$ cat config.mk
export PLATFORM = sky130hd
export DESIGN_NAME = lpcp_div
export DESIGN_NICKNAME = d
export VERILOG_FILES = /design/src/rtl/lpcp_div.sv
export SDC_FILE = /design/constraint.sdc
export NUM_CORES = 2
export LEC_CHECK = 0
export BUFFER_PORTS_ARGS = -buffer_cell sky130_fd_sc_hd__buf_2
export CORE_MARGIN = 4
export CORE_UTILIZATION = 55
export DETAILED_ROUTE_END_ITERATION = 6
export PLACE_DENSITY = 0.68
export SYNTH_ARGS = -nofsm -noshare
export SYNTH_HDL_FRONTEND = slang
export SYNTH_SLANG_ARGS = --single-unit
$ cat constraint.sdc
create_clock -name clock -period 6.6 [get_ports clock]
set_input_delay 1.32 -clock clock [delete_from_list [all_inputs] [get_ports clock]]
set_output_delay 1.32 -clock clock [all_outputs]
set_load 0.005 [all_outputs]
$ cat src/rtl/lpcp_div.sv
`timescale 1ns / 1ps
module lpcp_div #(
   parameter int DW = 64,
   parameter int QW = 12
) (
   input  logic          clock,
   input  logic          en,
   input  logic [DW-1:0] num,
   input  logic [DW-1:0] den,
   output logic [QW-1:0] quo
);

   logic [DW-1:0] rem_ff [QW];
   logic [DW-1:0] den_ff [QW];
   logic [QW-1:0] quo_ff [QW];

   // Restoring division, one quotient bit per stage, most significant first.
   for (genvar i = 0; i < QW; i++) begin : g_stage
      logic [DW-1:0] rem_src, den_src, dsh, rem_in;
      logic [QW-1:0] quo_src, quo_in;
      logic          ge;
      if (i == 0) begin : g_first
         assign rem_src = num;
         assign den_src = den;
         assign quo_src = '0;
      end else begin : g_next
         assign rem_src = rem_ff[i-1];
         assign den_src = den_ff[i-1];
         assign quo_src = quo_ff[i-1];
      end
      assign dsh    = den_src << (QW - 1 - i);
      assign ge     = (rem_src >= dsh);
      assign rem_in = ge ? (rem_src - dsh) : rem_src;
      assign quo_in = quo_src | (ge ? (QW'(1) << (QW - 1 - i)) : QW'(0));
      always_ff @(posedge clock) begin
         if (en) begin
            rem_ff[i] <= rem_in;
            den_ff[i] <= den_src;
            quo_ff[i] <= quo_in;
         end
      end
   end

   assign quo = quo_ff[QW-1];

endmodule

* Word level (Yosys, flattened, before mapping)
Memory sizes are Yosys's and may differ from the RTL's. Index checks and enable logic that the tools add are counted.
Storage, ports and cells: register bits after elaboration 0, bits in writable memories 1680, bits of input ports 130, output and inout bits 12, logic and storage cells 64, memories 3
Cells by class: $add $sub $neg 12, magnitude comparators 12, multiplexer cells 26, bitwise logic cells 11
Memory list:
- den_ff | depth 12, width 64, rd ports 11, clocked after Yosys merged registers in 0, wr ports 12, RTL line 14 | logic [DW-1:0] den_ff [QW];
- rem_ff | depth 12, width 64, rd ports 11, clocked after Yosys merged registers in 0, wr ports 12, RTL line 13 | logic [DW-1:0] rem_ff [QW];
- quo_ff | depth 12, width 12, rd ports 12, clocked after Yosys merged registers in 0, wr ports 12, RTL line 15 | logic [QW-1:0] quo_ff [QW];
Operator list (count):
- greater-or-equal comparator 64 bit | 12
- 2-to-1 mux 64 bit | 12
- subtractor 64 bit | 12
- 2-to-1 mux 12 bit | 1
- OR 12 x 1 -> 12 bit | 1
- OR 12 x 10 -> 12 bit | 1
- OR 12 x 11 -> 12 bit | 1
- OR 12 x 2 -> 12 bit | 1
- OR 12 x 3 -> 12 bit | 1
- OR 12 x 4 -> 12 bit | 1
- OR 12 x 5 -> 12 bit | 1
- OR 12 x 6 -> 12 bit | 1
- OR 12 x 7 -> 12 bit | 1
- OR 12 x 8 -> 12 bit | 1
- OR 12 x 9 -> 12 bit | 1
- 2-to-1 mux 11 bit | 1
- 2-to-1 mux 10 bit | 1
- 2-to-1 mux 9 bit | 1
- 2-to-1 mux 8 bit | 1
- 2-to-1 mux 7 bit | 1
- 2-to-1 mux 6 bit | 1
- 2-to-1 mux 5 bit | 1
- 2-to-1 mux 4 bit | 1
- 2-to-1 mux 1 bit | 3
- 2 further kinds | 2

* Longest topological paths before layout
An unclocked memory read counts as a cell.
word-level depth 4, mapped depth 18, depth with buffers taken out 16

* Worst setup path after synthesis
No wires, ideal clock.
path kind input to register, start point in num[11], end point mem rem_ff[0][61], data pin, library setup time 0.260 ns, data arrival time 4.275 ns, required time 6.340 ns, setup slack 2.065 ns, cell stages on the path 15, buffers on the path 0, cell sequence inv_1 ha_1 fa_1 nor2b_1 o21a_1 o21ai_0 a2111oi_0 o41ai_1 o21ai_1 o21ai_1 o221ai_1 a31oi_1 o41ai_1 xor2_1 mux2_2
RTL lines:
- from (decl) | RTL line 8 | input logic [DW-1:0] num,
- to (decl) | RTL line 13

==> flow_summary.yaml <==
yosys:
  ys_types: 93
  yosysTopAreaCell: "edfxtp_1"
  synthesis.area_um2: 91400
  ys_seq_area_frac: 0.488
  avgSynthCellArea_um2: 10.3
  yosys-top-cells-area: "edfxtp_1 49%, ha_1 9.6%, a21oi_1 4.1%, o21ai_0 3.9%, a21o_1 3.8%"
  async_reset_ff_frac: 0
  ys_ff_latch: 1486
  synth_edf_count: 1486
  yosys_warnings: 0
  synth_top_area_share: 0.488
  synth_fp_nets: 9696
  synth_cells: 8853
  ys.flop_type: "edfxtp_1"
grt:
  grt_max_degree: 166
  antenna_found_initial: 0
  grt_usage: 0.238
  grt_pass1_wl_um: 334000
  grt_pass1_vias: 64700
  grt-ovfl-total: 0
critical_path:
  arrival_ns: 5.63
  crit_start: "rem_ff[0][10]"
  start_kind: "flop"
  r2r-start: "rem_ff[0][10]"
  worstSetupEndpointType: "flop"
  worstPathRequired_ns: 7.15
  rrSetupSlack_ns: 1.51
  worstSetupPathType: "reg2reg"
  crit_fanout: 105
routing:
  detail-route-antenna-nets: 0
  drc: 0
  drt_first_pass_iters: 6
  wl_per_cell_um: 18.6
  drt_first_iter_violations: 4476
  viasPerCell: 5.77
  vias: 64700
  routed_wl_um: 208000
power_and_ir_drop:
  power.internal_uw: 27600
  powerDensity_nw_per_um2: 451
  pwr-share-comb: 0.465
  switchingPower_uw: 17300
  power_frac_seq: 0.331
  ir_drop_uv: 313
  power.total_uw: 45000
  clkPwrFrac: 0.204
  p_sw_frac: 0.385
  p_leak_uw: 0.0419
floorplanning:
  coreArea_um2: 165000
  die_area_um2: 173000
  fp.dieW_um: 416
  die_h_um: 416
  start_util: 0.554
  ioPinCount: 142
  rows: 149
clocking:
  cts_tree: "done"
  clockBufferDepth: 3
  cts_made_buffers: 164
  postCtsHoldBufs: 0
  cts_root_buffer: "clkbuf_16"
  clk_latency_ns: 0.80
  clock-sinks: 1486
  cts_setup_buffers: 0
  clk_pin_slew_ns: 0.06
  cts_resized: 0
  htree_num_levels: 4
placed_design:
  gp_congestion: 0.967
  numPortBuffers: 141
  hpwl_um: 162000
timing:
  post-route-min-period_ns: 5.09
  skew_ns: 0.0233
  slew_headroom: 0.174
  fin_tns_setup_ns: 0
  rsz0062_at_grt: "false"
  worst_pin_slew_ns: 1.23
  setup_viol: 0
  fmax_mhz: 197
  finalCritPeriodShare: 0.771
  hold_viol: 0
  slew_viol_final: 0
worst_hold_path:
  worstHoldStart: "den_ff[0][124]"
  hp-class: "reg2reg"
finish:
  drive_gt1_frac: 0.0775
  nNetsFinal: 9729
  layout_commonest_cell: "edfxtp_1"
  most-common-layout-cells: "1486 x edfxtp_1, 859 x inv_1, 846 x nand2_1, 746 x a21oi_1, 714 x o21ai_0"
  area_growth_pct: 9.13
  n_antenna_cell: 0
outcome:
  status: "finished clean"
job:
  timing.max_cap.violations: 0
final cells by class:
cell class | count | area, µm²
clock buffer | 200 | 4390
multi-input combinational | 6176 | 42300
fill | 13500 | 65300
sequential | 1486 | 44600
inverter | 860 | 3230
tap | 2189 | 2740
clock inverter | 100 | 1080
timing repair buffer | 198 | 1350
sequential cells by signal, summed over array words and instances (netlist names):
signal and count:
den_ff 704, quo_ff 78, rem_ff 704
per-layer routing:
metal | share of wire | vias up | wire, µm | track usage
met5 | 0 | - | 0 | 0
met4 | 0.051 | 0 | 10500 | 0.116
met3 | 0.036 | 511 | 7580 | 0.0279
met2 | 0.49 | 1682 | 101000 | 0.418
met1 | 0.43 | 30100 | 88800 | 0.292
li1 | - | 32400 | - | -
kinds of logic (layout without fill, tap and decap cells):
family	after synthesis	in the layout	share of synthesized area
compound gates	2628	2628	0.177
xor+xnor	588	588	0.0564
fa+ha+maj	713	713	0.0985
buf+inv	1191	1358	0.0498
flops	1486	1486	0.488
mux	213	213	0.0262
simple gates	2034	2034	0.104
worst max-delay path, cell delays in order (launching register included):
cell	delay (ns)
edfxtp_1	0.38
inv_1	0.08
ha_1	0.17
inv_1	0.06
fa_1	0.40
a21o_1	0.18
a21oi_1	0.21
nor2b_1	0.11
o31ai_1	0.44
a311oi_1	0.31
nor2_1	0.28
a21oi_1	0.10
o21ai_0	0.71
o211ai_1	0.30
a31oi_4	0.25
buf_12	0.34
mux2_2	0.40
per-stage QoR:
step | hold WS (ns) | util | instances | setup WS, ns | area, µm²
after CTS | 0.409 | 0.604 | 11200 | 1.46 | 99700
after detailed placement | 0.405 | 0.571 | 10900 | 1.02 | 94300
after global placement | 0.400 | 0.571 | 10900 | 1.02 | 94300
after floorplan | 0.400 | - | 8853 | 2.06 | 91400
final | 0.413 | 0.604 | 11200 | 1.51 | 99700
after global routing | 0.420 | 0.604 | 11200 | 1.31 | 99700
power by group through the flow:
| stage | combinational [µW] | sequential (µW) | clock (µW) |
|---|---|---|---|
| floorplan | 15900 | 14400 | 0 |
| global placement | 20400 | 15000 | 0 |
| detailed placement | 20600 | 15000 | 0 |
| CTS | 20800 | 14900 | 9410 |
| global route | 23300 | 15100 | 9830 |
| finish | 20900 | 14900 | 9150 |
cells in the mapped netlist (62+ instances only):
cell      count
edfxtp_1   1486
inv_1       859
nand2_1     848
a21oi_1     747
o21ai_0     714
ha_1        702
a21o_1      460
nor2_1      377
xnor2_1     334
clkbuf_1    293
xor2_1      254
mux2_2      202
nand4_1     170
nand3_1     142
o21bai_1    103
nand2b_1     88
nor2b_1      86
nor3_1       85
a31oi_1      83
o21ai_1      73
o21a_1       70
and3_1       62
path summary, 6_finish.rpt:
kind | endpoint | cells after the start
min | den_ff[1][60] | 0
min reg2reg | den_ff[1][60] | 0
max | rem_ff[1][13] | 16
max reg2reg | rem_ff[1][13] | 16
Note: power is estimated with default switching activity, not from simulation.
